<file path="config.mk">
export PLATFORM = sky130hd
export DESIGN_NAME = prtc_map
export DESIGN_NICKNAME = d
export VERILOG_FILES = /design/src/rtl/prtc_pkg.sv /design/src/rtl/prtc_map.sv
export SDC_FILE = /design/constraint.sdc
export NUM_CORES = 1
export LEC_CHECK = 0
export ABC_AREA = 1
export ABC_CLOCK_PERIOD_IN_PS = 7500
export BUFFER_PORTS_ARGS = -buffer_cell sky130_fd_sc_hd__buf_2
export CAP_MARGIN = 20
export CORE_MARGIN = 5
export CORE_UTILIZATION = 45
export DETAILED_ROUTE_END_ITERATION = 10
export GPL_TIMING_DRIVEN = 0
export PLACE_DENSITY = 0.67
export SYNTH_ARGS = -nofsm -noshare
export SYNTH_HDL_FRONTEND = slang
export SYNTH_SLANG_ARGS = --single-unit
</file>
<file path="constraint.sdc">
create_clock -name vclk -period 7.5
set_input_delay 0 -clock vclk [all_inputs]
set_output_delay 0 -clock vclk [all_outputs]
set_load 0.1 [all_outputs]
</file>
<file path="src/rtl/prtc_pkg.sv">
// ----------------------------------------------------------------------------
// prtc_pkg
// shared widths, register indexes, threshold mode codes and detector layout
// for the pixel reorder, threshold and calibration block
// ----------------------------------------------------------------------------
package prtc_pkg;

   // frame geometry
   localparam int unsigned FRAME_PIXELS_DEFAULT = 25600;
   localparam int unsigned DET_PIXELS           = 6400;

   // payload widths
   localparam int unsigned ADDR_W = 15;
   localparam int unsigned PIX_W  = 16;
   localparam int unsigned CAL_W  = 32;
   localparam int unsigned K_W    = 13;

   // apb port widths
   localparam int unsigned APB_ADDR_W = 5;
   localparam int unsigned APB_DATA_W = 32;

   // register indexes (byte address = 4 * index)
   typedef logic [2:0] reg_index_type;
   localparam reg_index_type REG_REORDER_ENABLE     = 3'd0;
   localparam reg_index_type REG_THRESHOLD_MODE     = 3'd1;
   localparam reg_index_type REG_GLOBAL_THRESHOLD   = 3'd2;
   localparam reg_index_type REG_CALIBRATION_ENABLE = 3'd3;
   localparam reg_index_type REG_FRAME_PIXELS       = 3'd4;

   // threshold modes; the unused code acts as none
   typedef logic [1:0] thr_mode_type;
   localparam thr_mode_type THR_NONE   = 2'd0;
   localparam thr_mode_type THR_GLOBAL = 2'd1;
   localparam thr_mode_type THR_PIXEL  = 2'd2;

   // configuration seen by the datapath
   typedef struct packed {
      logic               reorder_enable;
      thr_mode_type       threshold_mode;
      logic [PIX_W-1:0]   global_threshold;
      logic               calibration_enable;
   } cfg_type;

   // first image address of each detector quadrant
   function automatic logic [ADDR_W-1:0] det_start(input logic [1:0] det);
      logic [ADDR_W-1:0] start;
      unique case (det)
         2'd0:    start = 15'd12880;
         2'd1:    start = 15'd12800;
         2'd2:    start = 15'd0;
         default: start = 15'd80;
      endcase
      return start;
   endfunction

endpackage

</file>
<file path="src/rtl/prtc_map.sv">
// ----------------------------------------------------------------------------
// prtc_map
// readout index to image address, with 180 degree rotation of detectors 0, 1
// ----------------------------------------------------------------------------
module prtc_map import prtc_pkg::*; (
   input  logic [ADDR_W-1:0] index,
   input  logic              reorder_enable,
   output logic [ADDR_W-1:0] address
);

   localparam logic [K_W-1:0] K_LAST = K_W'(DET_PIXELS - 1);

   logic [1:0]      det;
   logic [K_W-1:0]  k_raw;
   logic [K_W-1:0]  k_clamp;
   logic [K_W-1:0]  k;
   logic [8:0]      k_hi;
   logic [16:0]     row_prod;
   logic [6:0]      row;
   logic [K_W-1:0]  row_base;
   logic [K_W-1:0]  row_offset;
   logic [4:0]      col;
   logic [ADDR_W-1:0] mapped;

   always_comb begin
      det     = index[1:0];
      k_raw   = index[ADDR_W-1:2];
      k_clamp = (k_raw > K_LAST) ? K_LAST : k_raw;
      k       = (det[1] == 1'b0) ? (K_LAST - k_clamp) : k_clamp;
      // k div 80 = (k div 16) div 5, reciprocal 205/1024 exact over this range
      k_hi       = k[K_W-1:4];
      row_prod   = 17'(k_hi) * 17'd205;
      row        = row_prod[16:10];
      row_base   = K_W'(row) * K_W'(80);
      row_offset = k - row_base;
      col        = row_offset[6:2];
      mapped     = ADDR_W'(k[1:0]) * ADDR_W'(20) + ADDR_W'(col)
                 + ADDR_W'(row) * ADDR_W'(160) + det_start(det);
      address    = reorder_enable ? mapped : index;
   end

endmodule

</file>
* Word level (Yosys, flattened, before mapping)
Index checks and enable logic that the tools add are counted.
Word-level totals: output and inout bits 15, bits of input ports 16, bits in read-only memories 0, latch bits 0, memories 0, bits in registers 0, word-level logic and storage cells 17, memory bits (writable) 0
Cells by class: order comparisons 1, equal/unequal tests 2, shift-type cells 0, add/sub/neg operators 5, divide/modulo/power cells 0, muxes and demuxes 4, bitwise operators 0, reduce and logical (&&, ||, !) cells 1, multipliers 4
Operators with widths (count):
- $pmux W14 S3 | 1
- $mux W13 | 2
- $mul A9 B8 Y17 const B | 1
- $add A15 B15 Y15 | 1
- $add A8 B15 Y15 | 1
- $mux W15 | 1
- $gt A13 B13 Y1 const B | 1
- $sub A13 B13 Y13 const A | 1
- $mul A7 B3 Y10 const B | 1
- $add A7 B5 Y8 | 1
- $mul A7 B3 Y3 const B | 1
- $sub A7 B7 Y7 | 1
- $mul A2 B3 Y5 const B | 1
- $eq A2 B1 Y1 const B | 1
- $eq A2 B2 Y1 const B | 1
- $logic_not A2 Y1 | 1

* Logic depth before layout (Yosys ltp)
depth after elaboration 11, gate-level depth with buffers 48, mapped depth without buffers 46

* Worst setup path after synthesis
No wires, ideal clock.
path kind input port to output port, from in index[12], to out address[11], path slack -1.028 ns, arrival 8.528 ns, stages 37, required time 7.500 ns, buffers on the path 1, cells stage by stage nor2_1 > nand2_1 > nand2_2 > buf_6 > nand2_1 > ha_1 > nand2_1 > o21ai_0 > ha_1 > inv_1 > fa_1 > inv_1 > fa_1 > inv_1 > fa_1 > inv_1 > ha_1 > a21oi_1 > nor2_1 > a211oi_1 > o21ai_2 > xor2_1 > inv_1 > fa_1 > xnor2_1 > xor2_1 > fa_1 > fa_1 > a21oi_1 > o21ai_1 > nand2_1 > nand2_1 > nand2_1 > nor2_1 > a21oi_1 > xor2_1 > o21ai_0
Between the ends: longest elaborated chain between the ends 11, elaborated cells on any way between the ends 13, classes of those cells add/sub: 5; mul: 4; order compare: 1; mux: 3
RTL lines:
- start: declaration | RTL line prtc_map.sv:6 | input logic [ADDR_W-1:0] index,
- $gt A13 B13 Y1 | RTL line prtc_map.sv:28 | k_clamp = (k_raw > K_LAST) ? K_LAST : k_raw;
- $mux W13 (*) | RTL line prtc_map.sv:28
- $sub A13 B13 Y13 | RTL line prtc_map.sv:29 | k = (det[1] == 1'b0) ? (K_LAST - k_clamp) : k_clamp;
- $mux W13 (*) | RTL line prtc_map.sv:29
- $mul A9 B8 Y17 | RTL line prtc_map.sv:32 | row_prod = 17'(k_hi) * 17'd205;
- $mul A7 B3 Y3 | RTL line prtc_map.sv:34 | row_base = K_W'(row) * K_W'(80);
- $sub A7 B7 Y7 | RTL line prtc_map.sv:35 | row_offset = k - row_base;
- $add A7 B5 Y8 | RTL line prtc_map.sv:37 | mapped = ADDR_W'(k[1:0]) * ADDR_W'(20) + ADDR_W'(col)
- $add A8 B15 Y15 (*) | RTL line prtc_map.sv:38 | + ADDR_W'(row) * ADDR_W'(160) + det_start(det);
- $add A15 B15 Y15 (*) | RTL line prtc_map.sv:38
- $mux W15 (*) | RTL line prtc_map.sv:39 | address = reorder_enable ? mapped : index;
- end: declaration | RTL line prtc_map.sv:8 | output logic [ADDR_W-1:0] address
Mark *: on every way between the ends. The rest lies on a longest branch, timed or not.

* Worst setup path after layout
from in index[11], to out address[13]
The elaborated chain is that of the path after synthesis.

==> summary.txt <==
Run status
  – Outcome: complete, no violations

Critical path
  – CP max FO: 5
  – WP data arrival: 7110 ps
  – Worst path required time: ~7500 ps
  – Setup CP Type: in2out
  – Critical Path Max Stage Delay: 540 ps
  – Startpoint types: input port
  – Crit end category: primary output
  – Slowest library cell on the worst path: fa_1

Die
  – Die Area: ~7600 sq um
  – Core Area: 5851 sq um
  – Ports: 31
  – Die Ht: 87.23 um
  – Die width: 87.23 um
  – Starting Density: 0.4587
  – Row cnt: 28

Global route
  – Pin count of the biggest net entering global routing: 12
  – Vias in the first global route: 2441
  – Antenna violations before repair: 0
  – First-pass GRT wire length: 10360 um
  – Total Routing Usage GR: 0.1628
  – Global route overflow: 0

Synthesis
  – Syn. warnings: 0
  – Yosys cell types: 35
  – Synth Area per Inst: 7.100 sq um
  – Synthesized cell area: between 2000 and 3000 sq um
  – Mapped Nets: 483
  – Post-Syn Instances: 378
  – Leading area contributor after synthesis: ha_1
  – Top cells by area, synth: ha_1 34%, fa_1 13%, inv_1 11%, nand2_1 9.5%, xor2_1 4.9%
  – Sequential fraction of the synthesis area: 0
  – Share of the synthesized area in the top cell type: 0.3357

Timing
  – Least-Margin Pin Slew: roughly 490 ps
  – Worst Slack Setup Final: 388.1 ps
  – F_max: 0.1406 GHz
  – Min cycle time layout: approximately 7000 ps
  – Final hold vios: 0
  – Period Utilization, post-route: 0.9483
  – Rel. slew slack: 0.6732
  – Setup violators final: 0
  – Slew Limit Fails: 0
  – Worst hold margin: 430.9 ps

Cells and area
  – Nets: 528
  – Layout cell share with drive strength beyond 1: 0.2898
  – Storage cell area: 0 sq um
  – Post-route cell area: roughly 3300 sq um
  – Filler cells: 526
  – Seq cells: 0
  – Util after Layout: 0.5676
  – Inserted Diodes: 0
  – Clock buffer count in the final layout: 0
  – Layout area overhead: 23.73%

Routing
  – DRT iter0 DRCs: 84
  – Detailed-route DRC error count: 0
  – Drt wl/cell: 12.46 um
  – Via count: 2466
  – Via/cell ratio: 4.972
  – Detailed Routing Iterations Pass 1: 4
  – Final ANT Viol Nets: 0
  – WL final: ~6200 um

Placement
  – Worst slack at placement: -520.8 ps
  – Port-buffer cells: 30
  – GPL Wtd Cong: between 0.9 and 1
  – DP Wirelength: 5151 um
  – Area post-placement: 2939 sq um

Run
  – Maxcap violations: 0

Hold path
  – Min-delay worst type: in2out

Clocking
  – Hold Buf Count CTS: 0
-- per-stage QoR --
step                      TNS, ps  instances
after floorplan            -419.3        378
after global placement      -1959        483
after detailed placement    -2106        483
after CTS                       0        486
after global routing       -67.33        496
final                           0        496
-- cell families after synthesis --
| kind of cell | after synthesis | synth area share |
|---|---|---|
| XOR/XNOR | 26 | 0.08765 |
| adder cells (fa/ha/maj) | 89 | 0.4625 |
| buffers and inverters | 88 | 0.1315 |
| AO/OA/AOI/OAI | 48 | 0.1030 |
| AND/OR/NAND/NOR | 127 | 0.2154 |
-- placed cells by master (no fill, tap or decap), types with 2 or more instances in the layout --
| cell type | n |
|---|---|
| o21bai_1 | 2 |
| o21ai_2 | 6 |
| buf_12 | 3 |
| nand4_1 | 7 |
| clkbuf_1 | 2 |
| nand3_2 | 3 |
| nand3_1 | 11 |
| nand2_1 | 60 |
| inv_1 | 75 |
| o21ai_1 | 4 |
| fa_2 | 3 |
| nand2_2 | 19 |
| buf_2 | 26 |
| inv_2 | 6 |
| xor2_1 | 12 |
| buf_4 | 15 |
| nor2_2 | 5 |
| ha_4 | 6 |
| a211oi_2 | 2 |
| nor3_1 | 3 |
| a21oi_2 | 6 |
| nor2_4 | 2 |
| xor2_2 | 4 |
| nand3b_1 | 2 |
| o21ai_0 | 8 |
| xnor2_2 | 3 |
| o22ai_1 | 2 |
| a21oi_1 | 12 |
| xnor2_1 | 7 |
| nor2_1 | 12 |
| fa_1 | 14 |
| a21o_1 | 3 |
| ha_2 | 6 |
| ha_1 | 60 |
-- layer usage --
layer  track usage  up-vias  share of wire
li1              -     1300              -
met3      0.002838        4          0.011
met5             0        -              0
met4      0.008368        0         0.0092
met1        0.2160     1134           0.46
met2        0.3078       28           0.52
-- path summary, 6_finish.rpt --
kind,startpoint,cells past startpoint,end
worst max-delay path,index[11],39,address[13]
worst min-delay path,index[14],4,address[14]
-- final cells by class --
type | instances | area (sq um) | share of cell area
repair buffers | 44 | 302.8 | 0.09118
well taps | 75 | 93.84 | 0.02826
plain buffers | 4 | 33.78 | 0.01017
inverters | 83 | 315.3 | 0.09495
multi-input cells | 290 | 2575 | 0.7754
-- worst max-delay path, delay by kind of cell --
| family | cells | cell delay [ps] |
|---|---|---|
| buf+inv | 7 | 730 |
| fa+ha+maj | 10 | 3760 |
| simple gates | 11 | 890 |
| xor+xnor | 4 | 640 |
| compound gates | 7 | 1080 |
-- synthesized netlist by cell type (7+ instances only) --
cell type	n
inv_1	80
ha_1	72
nand2_1	68
a21oi_1	18
fa_1	17
nor2_1	17
o21ai_0	15
xor2_1	15
nand3_1	12
nand2_2	11
xnor2_1	10
nand4_1	7
-- repair_timing --
| item | in CTS | in global routing |
|---|---|---|
| pin swaps | 5 | 29 |
| resized for setup | 23 | 44 |
| setup buffers | 3 | 11 |
| setup endpoints to repair | 8 | 9 |
Power is not shown: default switching activity piles up to over one toggle a cycle in this logic, so the estimate is an artifact.
