**config.mk**
```make
export PLATFORM = sky130hd
export DESIGN_NAME = prtc_value
export DESIGN_NICKNAME = d
export VERILOG_FILES = /design/src/rtl/prtc_pkg.sv /design/src/rtl/prtc_value.sv
export SDC_FILE = /design/constraint.sdc
export NUM_CORES = 1
export LEC_CHECK = 0
export BUFFER_PORTS_ARGS = -buffer_cell sky130_fd_sc_hd__buf_2
export CORE_MARGIN = 3
export CORE_UTILIZATION = 45
export DETAILED_ROUTE_END_ITERATION = 8
export GPL_ROUTABILITY_DRIVEN = 0
export GPL_TIMING_DRIVEN = 0
export PLACE_DENSITY = 0.72
export SETUP_SLACK_MARGIN = 0.4
export SLEW_MARGIN = 20
export SYNTH_ARGS = -nofsm -noshare
export SYNTH_HDL_FRONTEND = slang
export SYNTH_SLANG_ARGS = --single-unit
```
**constraint.sdc**
```tcl
create_clock -name vclk -period 9.5
set_clock_uncertainty 0.15 [all_clocks]
set_input_delay 1.425 -clock vclk [all_inputs]
set_output_delay 1.425 -clock vclk [all_outputs]
set_load 0.01 [all_outputs]
```
**src/rtl/prtc_pkg.sv**
```systemverilog
// ----------------------------------------------------------------------------
// prtc_pkg
// shared widths, register indexes, threshold mode codes and detector layout
// for the pixel reorder, threshold and calibration block
// ----------------------------------------------------------------------------
package prtc_pkg;

   // frame geometry
   localparam int unsigned FRAME_PIXELS_DEFAULT = 25600;
   localparam int unsigned DET_PIXELS           = 6400;

   // payload widths
   localparam int unsigned ADDR_W = 15;
   localparam int unsigned PIX_W  = 16;
   localparam int unsigned CAL_W  = 32;
   localparam int unsigned K_W    = 13;

   // apb port widths
   localparam int unsigned APB_ADDR_W = 5;
   localparam int unsigned APB_DATA_W = 32;

   // register indexes (byte address = 4 * index)
   typedef logic [2:0] reg_index_type;
   localparam reg_index_type REG_REORDER_ENABLE     = 3'd0;
   localparam reg_index_type REG_THRESHOLD_MODE     = 3'd1;
   localparam reg_index_type REG_GLOBAL_THRESHOLD   = 3'd2;
   localparam reg_index_type REG_CALIBRATION_ENABLE = 3'd3;
   localparam reg_index_type REG_FRAME_PIXELS       = 3'd4;

   // threshold modes; the unused code acts as none
   typedef logic [1:0] thr_mode_type;
   localparam thr_mode_type THR_NONE   = 2'd0;
   localparam thr_mode_type THR_GLOBAL = 2'd1;
   localparam thr_mode_type THR_PIXEL  = 2'd2;

   // configuration seen by the datapath
   typedef struct packed {
      logic               reorder_enable;
      thr_mode_type       threshold_mode;
      logic [PIX_W-1:0]   global_threshold;
      logic               calibration_enable;
   } cfg_type;

   // first image address of each detector quadrant
   function automatic logic [ADDR_W-1:0] det_start(input logic [1:0] det);
      logic [ADDR_W-1:0] start;
      unique case (det)
         2'd0:    start = 15'd12880;
         2'd1:    start = 15'd12800;
         2'd2:    start = 15'd0;
         default: start = 15'd80;
      endcase
      return start;
   endfunction

endpackage

```
**src/rtl/prtc_value.sv**
```systemverilog
// ----------------------------------------------------------------------------
// prtc_value
// threshold test and q16.16 gain/offset calibration with saturation
// ----------------------------------------------------------------------------
module prtc_value import prtc_pkg::*; (
   input  logic [PIX_W-1:0]        raw_value,
   input  logic [PIX_W-1:0]        pixel_threshold,
   input  logic signed [CAL_W-1:0] gradient,
   input  logic signed [CAL_W-1:0] intercept,
   input  cfg_type                 cfg,
   output logic [PIX_W-1:0]        pixel_value
);

   localparam int unsigned PROD_W = PIX_W + 1 + CAL_W;
   localparam int unsigned SUM_W  = PROD_W + 1;

   logic signed [PROD_W-1:0] product;
   logic signed [SUM_W-1:0]  sum;
   logic [PIX_W-1:0]         calibrated;
   logic [PIX_W-1:0]         threshold;
   logic                     thr_active;
   logic                     below;

   always_comb begin
      product = $signed({1'b0, raw_value}) * gradient;
      sum     = SUM_W'(product) + SUM_W'(intercept);
      // floor of a non-negative value is the plain shift
      if (sum[SUM_W-1]) begin
         calibrated = '0;
      end else if (|sum[SUM_W-2:PIX_W+16]) begin
         calibrated = '1;
      end else begin
         calibrated = sum[PIX_W+15:16];
      end
   end

   always_comb begin
      thr_active = (cfg.threshold_mode == THR_GLOBAL) || (cfg.threshold_mode == THR_PIXEL);
      threshold  = (cfg.threshold_mode == THR_GLOBAL) ? cfg.global_threshold
                                                      : pixel_threshold;
      below      = raw_value < threshold;
      priority if (thr_active && below) begin
         pixel_value = '0;
      end else if (cfg.calibration_enable && (thr_active || raw_value != '0)) begin
         pixel_value = calibrated;
      end else begin
         pixel_value = raw_value;
      end
   end

endmodule

```
Word level (Yosys, flattened, before mapping)
Cells that the tools add are included.
{"block": "totals", "ff_bits": 0, "inputBits": 116, "output_inout_bits": 16, "elab_cells": 16}
{"block": "op_classes", "addsub": 1, "n_mul": 1, "order_cmp": 1, "n_eq_ne": 2, "mux": 5, "n_reduce_logical": 6}
{"operator": "two-way mux 16 bit", "n": 5}
{"operator": "adder 49 x 32 -> 50 bit", "n": 1}
{"operator": "multiplier 17 x 32 -> 49 bit", "n": 1}
{"operator": "OR reduction 17 bit", "n": 1}
{"operator": "< comparator 16 bit", "n": 1}
{"operator": "nonzero test 16 bit", "n": 1}
{"operator": "== test 2 x 1 -> 1 bit (second input constant)", "n": 1}
{"operator": "== test 2 bit (second input constant)", "n": 1}
{"operator": "logical AND 1 bit", "n": 2}
{"operator": "logical OR 1 bit", "n": 2}

Longest topological paths before layout
Gate-level depths: netlist of the first run.
{"block": "depth", "word_depth": 7, "depth_mapped": 27, "mapped_depth_nobuf": 23}

Least setup slack after synthesis of the first run
OpenSTA, ideal clock, no wires.
{"block": "synth_timing", "kind": "input to output", "from": "input raw_value[6]", "to": "output pixel_value[11]", "arrival_ns": 7.693, "required_time_ns": 7.925, "path_slack_ns": 0.232, "path_stages": 23, "path_buffers": 4, "path_cell_list": "clkbuf_1 -> clkbuf_1 -> nand2_1 -> fa_1 -> inv_1 -> fa_1 -> inv_1 -> fa_1 -> fa_1 -> fa_1 -> fa_1 -> inv_1 -> ha_1 -> clkbuf_1 -> nand3_1 -> or3_1 -> o221a_2 -> o31ai_2 -> xnor2_1 -> o211ai_2 -> nor4_4 -> buf_6 -> a31oi_1"}
{"block": "synth_between", "elab_chain_len": 7, "word_cells_on_any_way": 12, "cone_classes": "1 x add/sub; 1 x mul; 1 x order compare; 4 x mux; 5 x reduce/logical"}
{"element": "from (decl)", "line": "prtc_value.sv:6", "text": "input logic [PIX_W-1:0] raw_value,"}
{"element": "multiplier 17 x 32 -> 49 bit", "line": "prtc_value.sv:25", "text": "product = $signed({1'b0, raw_value}) * gradient;"}
{"element": "adder 49 x 32 -> 50 bit", "line": "prtc_value.sv:26", "text": "sum = SUM_W'(product) + SUM_W'(intercept);"}
{"element": "OR reduction 17 bit", "line": "prtc_value.sv:30", "text": "end else if (|sum[SUM_W-2:PIX_W+16]) begin"}
{"element": "two-way mux 16 bit", "line": "prtc_value.sv:30"}
{"element": "two-way mux 16 bit", "line": "prtc_value.sv:28", "text": "if (sum[SUM_W-1]) begin"}
{"element": "two-way mux 16 bit", "line": "prtc_value.sv:44", "text": "end else if (cfg.calibration_enable && (thr_active || raw_value != '0)) begin"}
{"element": "two-way mux 16 bit (*)", "line": "prtc_value.sv:42", "text": "priority if (thr_active && below) begin"}
{"element": "to (decl)", "line": "prtc_value.sv:11", "text": "output logic [PIX_W-1:0] pixel_value"}
Mark *: on every way between the ends. The rest lies on a longest branch, timed or not.

Final worst setup path of the first run
{"block": "layout_timing", "from": "input raw_value[15]", "to": "output pixel_value[15]"}
The elaborated chain is that of the path after synthesis.

==> results of run 1 <==
## worst max-delay path: cells and delay by family
family | cells | cell delay [ns]
compound gates | 7 | 1.54
buf+inv | 8 | 1.36
simple gates | 4 | 0.47
fa+ha+maj | 7 | 3.24
## stage by stage
stage / setup WS (ns) / setup TNS (ns) / util, % / std cells / hold slack [ns]
floorplan: 0.424 / 0 / - / 2218 / 2.92
global placement: -1.30 / -19.97 / 49.0 / 2933 / 3.20
detailed placement: -1.40 / -21.32 / 49.0 / 2933 / 3.22
CTS: 0.0455 / 0 / 54.0 / 2990 / 3.19
global route: -0.203 / -2.60 / 55.2 / 3012 / 3.22
finish: -0.126 / -0.687 / 55.2 / 3014 / 3.20
## path summary, 6_finish.rpt
| path | startpoint | endpoint | slack (ns) | cells after the start |
|---|---|---|---|---|
| max | raw_value[15] | pixel_value[15] | -0.13 | 26 |
| min | raw_value[3] | pixel_value[3] | 3.20 | 4 |
## metal layers
metal  vias up  part of all wire [%]  global-route usage [%]
li1       7044                     -                       -
met1      8497                    34                    33.4
met2      1015                    47                    48.8
met3       341                    10                    6.07
met4         0                   9.5                    19.6
met5         -                     0                       0
## placed cells by master (no fill, tap or decap), types with 32 or more instances in the layout
master	n
a21oi_1	58
nand2_1	251
fa_2	33
and2_1	291
fa_1	490
nor2_1	32
buf_4	75
ha_1	108
inv_1	497
buf_2	111
## kinds of logic after synthesis
group / Yosys count
AO/OA/AOI/OAI: 216
XOR/XNOR: 28
adder cells (fa/ha/maj): 655
buffers and inverters: 622
multiplexers: 19
AND/OR/NAND/NOR: 678
## layout make-up
type / count / area (sq um)
fill: 3725 / 19400
antenna: 3 / 7.51
timing repair buffer: 208 / 1470
inverter: 520 / 1960
tap: 585 / 732
buffer: 102 / 1430
multi-input combinational: 1596 / 18300
## what timing repair did
| item | in CTS | in global routing |
|---|---|---|
| endpoints found under the setup margin | 16 | 16 |
| setup buffers | 47 | 21 |
| gates cloned | 10 | 0 |
| resized for setup | 413 | 132 |
| pin swaps | 65 | 62 |
==> reports/results.txt, run 1 <==
The flow ran to the end, but the final reports show violations. The final reports fail on setup timing. At the end of the flow, the number of nets in the layout was 3199. The count of final setup violators is 13. The slowest stage of the critical path belongs to the cell fa_2.

The post-route worst setup slack came out at -0.126 ns. The synthesized netlist devotes 7.23% of its cell area to compound gates. Cell area after technology mapping: 0.0198 sq mm. The vias after detailed routing was 16897. Among the stages of the critical path, the cell type that occurs most often is fa_1.

Category of the worst setup path launch point: a primary input. Of all nets on the critical path, the largest fanout is 10. Detailed placement ended at an HPWL of 52500 microns. In this run the remaining antenna-violating nets after routing total 0.

The post-detailed-placement cell area is 0.0212 sq mm, and the horizontal extent of the die is 216 microns. Pin placement for this block handled 132 I/O pins. After synthesis, the largest family of logic cells by area is adder cells.

The worst path uses 101% of the clock period. The logs give 0.0239 sq mm for the final design area excluding fillers and 0 for the sequential cell count. The area of all sequential standard cells is 0 sq um. During synthesis, Yosys emitted a total of 0 warnings. Of the total synthesized cell area, the portion taken by XOR and XNOR cells is 1.24%. Counting every net in the synthesized netlist gives 2989. The post-route DRC violation count was 0. The data required time of the critical path was 7.93 ns; the number of antenna violations at the first check in global routing was 5. After detailed routing, the total wire length is 67100 microns. After synthesis, the netlist uses 64 different library cells. After Yosys synthesis, and, or, nand and nor cells account for 17.6% of the synthesized area.

The number of iterations in the first detailed-routing pass was 6. The first global-routing pass estimated 104000 microns of wire. Global routing used 29.0% of the available tracks across all layers. The post-synthesis share of cell area spent on full adders, half adders and majority gates works out to 61.1%.

The full die area was 0.0467 sq mm; the detail-routed net length per standard cell was 22.3 microns. Synthesis produced a netlist whose cell count is 2218. The initialized floorplan defines 76 standard-cell rows.

For this run, the top clock speed supported by timing is 0.104 GHz. Post-synthesis cell type with the largest combined area: fa_1. In this run the standard cell core region covers 0.0434 sq mm. Category of the worst setup path capture point: an output port.

The number of global-route vias before repair was 18934. Sequential-to-total area share from yosys stat: 0%. Setup repair after global routing could not meet its margin everywhere. The chip height was 216 microns; the count of hold-fix buffers inserted at cts was 0. The most common cell in the synthesized netlist is fa_1. The worst setup path is of the primary input to output port kind.

After detailed routing, the number of vias per cell comes to 5.61. For the pin with the worst max-slew slack, the measured transition is 1.02 ns. For this run the aggregate overflow at the end of global routing stands at 0. The initial utilization of the core area, before any placement, comes to 45.8%. In this design, the stage delay of the slowest critical-path cell is 0.62 ns. Multiplexer cells account for 0.958% of the synthesized area. The run gives 12 as the maximum number of pins on one net before global-route repair.

The synthesized design devotes to its leading area cell type 52.8% of total area. Dividing the synthesized area by the synthesized cell count gives 8.95 sq um. The shortest period the worst path allows is 9.63 ns.

The clock buffer instance count of the final layout was 0; the data arrival time of the critical path was 8.05 ns. The path class of the tightest hold or removal check is primary input to output port. The ratio of cells with drive above 1 in the final layout works out to 19.8%. The layout overhead on the synthesized area is 20.6%, and the remaining max-slew budget at the tightest pin is 31.4%. The number of input and output port buffers inserted works out to 130.

The run gives 0 as the max-capacitance violation count. The commonest cells after synthesis are 523 x fa_1, 520 x inv_1, 307 x and2_1. Yosys attributes the largest share of cell area to fa_1 53%, inv_1 9.8%, and2_1 9.7%, ha_1 8.3%, nand2_1 5.0%.

The tools report the first-iteration detailed-routing DRC count as 1381. The final hold violation count was 0. The final max-slew violation count is 0.
Power of run 1 is left out: the tool's default activity adds up to more than one toggle a clock period on the data nets, which glitch-free logic cannot reach.
==> inputs of run 2 (changes only) <==
- CELL_PAD_IN_SITES_DETAIL_PLACEMENT: unset -> 2
- CELL_PAD_IN_SITES_GLOBAL_PLACEMENT: unset -> 2
- CORE_UTILIZATION: 45 -> 37
- PLACE_DENSITY: 0.72 -> 0.88
==> run 2 against run 1 <==
  * Cell area grew 1.4%
  * Flip-flop and latch count is the same
  * Critical path depth grew 1
  * First-iteration DRC count grew 16%
  * Utilization shrank 9.2 points
  * Critical path type unchanged
  * Highest routed layer is now met5
  * Via count grew 15%
  * Wire length grew 78%
  * Largest cell class unchanged
  * Clock-buffer cell count is the same
  * Non-clock buffer count shrank 4
  * Die area grew 21%
  * The flow still finishes with violations (setup timing)
  * Final cell count grew 3.6%
  * Global-route usage grew 13 points
==> reports/results.txt, run 2 (synthesis gave the netlist of run 1 again) <==
In this run the tightest slew margin relative to its limit is 30.9%. The category of the worst setup path capture point is an output port. The chip height was 238 microns.

The critical path is of the primary input to output port type. The detailed-placement wirelength estimate was 81600 microns; the placeable core region was 0.0528 sq mm. The ratio of cells with drive above 1 in the final layout was 19.4%; the count of hold-fix buffers inserted at cts was 0. The vias per cell is 6.20.

The final hold violation count came out at 0. The final design area excluding fillers was 0.0243 sq mm. The die covers 0.0564 sq mm. The final critical path takes up 109% of the cycle. The design has 0 sequential cells. 132 I/O pins were placed. The cell family contributing the most delay on the critical path is adder cells.

Summing all multi-input logic gate instances after layout gives 0.0184 sq mm. The number of core rows is 84. The delay of the slowest cell on the worst path is 0.61 ns.

The slowest stage of the critical path is the fa_1 cell. For the number of global-route vias before repair, the log shows 23857. The worst hold path begins at raw_value[4]. In this run the cell area measured after placement is 0.0214 sq mm. For the worst setup path, the data required time is 7.93 ns. The post-route DRC violation count is 0, and the sum of overflow across all layers after global routing is 0. The most common cell after layout, fill and taps aside is fa_1. The final max-slew violation count came out at 0.

For the number of antenna violations at the first check in global routing, the log shows 12. The total length of routed wires is 120000 microns. The starting density of the core is 37.6%. The most critical setup path has its startpoint at raw_value[1].

Across all layers, the routed design uses 19358 vias. The total buffers and inverters traversed by the critical path was 10. Area of all sequential standard cells: 0 sq um.

The pre-antenna-repair detailed-routing pass consisted of 5 iterations. The worst path in the final design needs a cycle of 10.35 ns, including I/O delays and setup. The category of the worst setup path launch point was a primary input.

The clock buffer instance count of the final layout is 0. The final-layout fill cell count came out at 5603. Setup repair after global routing could not meet its margin everywhere. The run finished, with violations left.

The post-route worst setup slack was -0.852 ns; the global-route usage over all layers was 42.3%. The top cell types in the final layout, fill and taps aside, are 500 x fa_1, 498 x inv_1, 300 x and2_1. From synthesis to final layout, the design area changed by 22.3%. Static timing analysis puts the maximum clock frequency at 0.0966 GHz. Entering global routing, the biggest net connects 11 pins. Once detail routing completed, the nets flagged for antenna violations numbered 0.

The max-capacitance violation count was 0; the detail-routed net length per standard cell was 38.4 microns. The checks that failed: setup timing. The data arrival time of the critical path was 8.78 ns; the final layout net count was 3195.

Of all nets on the critical path, the largest fanout is 10. The logs give 1607 for the first-iteration detailed-routing DRC count and 169000 microns for the wire length of the first global-routing pass. Most prevalent standard cell on the critical path: fa_1.

The number of input and output port buffers inserted came out at 130. Transition time at the pin with the least slew margin: 1.02 ns. Setup violations remaining at the end of the flow were counted as 16.

From left edge to right edge, the die measures 238 microns. The worst hold path belongs to the class primary input to output port.
run 2: layer usage:
metal	GRT usage [%]	share of wire, %	routed length (microns)
met5	0.337	0.029	35
met2	70.4	47	56200
met4	45.0	14	16300
met1	39.9	30	36200
met3	13.2	9.3	11100
run 2: cell type report:
type | instances | share of cell area, %
buffer | 102 | 6.26
timing repair buffer | 204 | 6.15
multi-input combinational | 1596 | 75.8
inverter | 520 | 8.11
antenna | 12 | 0.124
tap | 688 | 3.55
run 2: stage by stage:
| step | instances | utilization (%) | TNS (ns) | worst slack, ns | hold WS, ns |
|---|---|---|---|---|---|
| floorplan | 2218 | - | 0 | 0.424 | 2.92 |
| CTS | 3103 | 45.5 | -3.40 | -0.252 | 3.22 |
| global route | 3111 | 45.9 | -14.10 | -0.916 | 3.23 |
| global placement | 3036 | 40.5 | -28.87 | -1.93 | 3.20 |
| finish | 3122 | 46.0 | -13.04 | -0.852 | 3.22 |
| detailed placement | 3036 | 40.5 | -37.48 | -2.48 | 3.24 |
run 2: timing repair:
item | 4_1_cts | 5_1_grt
gates cloned | 5 | 0
resized for setup | 485 | 42
endpoints found under the setup margin | 16 | 16
pin swaps | 90 | 17
setup buffers | 62 | 6
run 2: path summary, 6_finish.rpt:
path	end	slack (ns)	depth (start not counted)
worst max-delay path	pixel_value[2]	-0.85	27
worst min-delay path	pixel_value[4]	3.22	4
Power of run 2 is left out for the same reason.
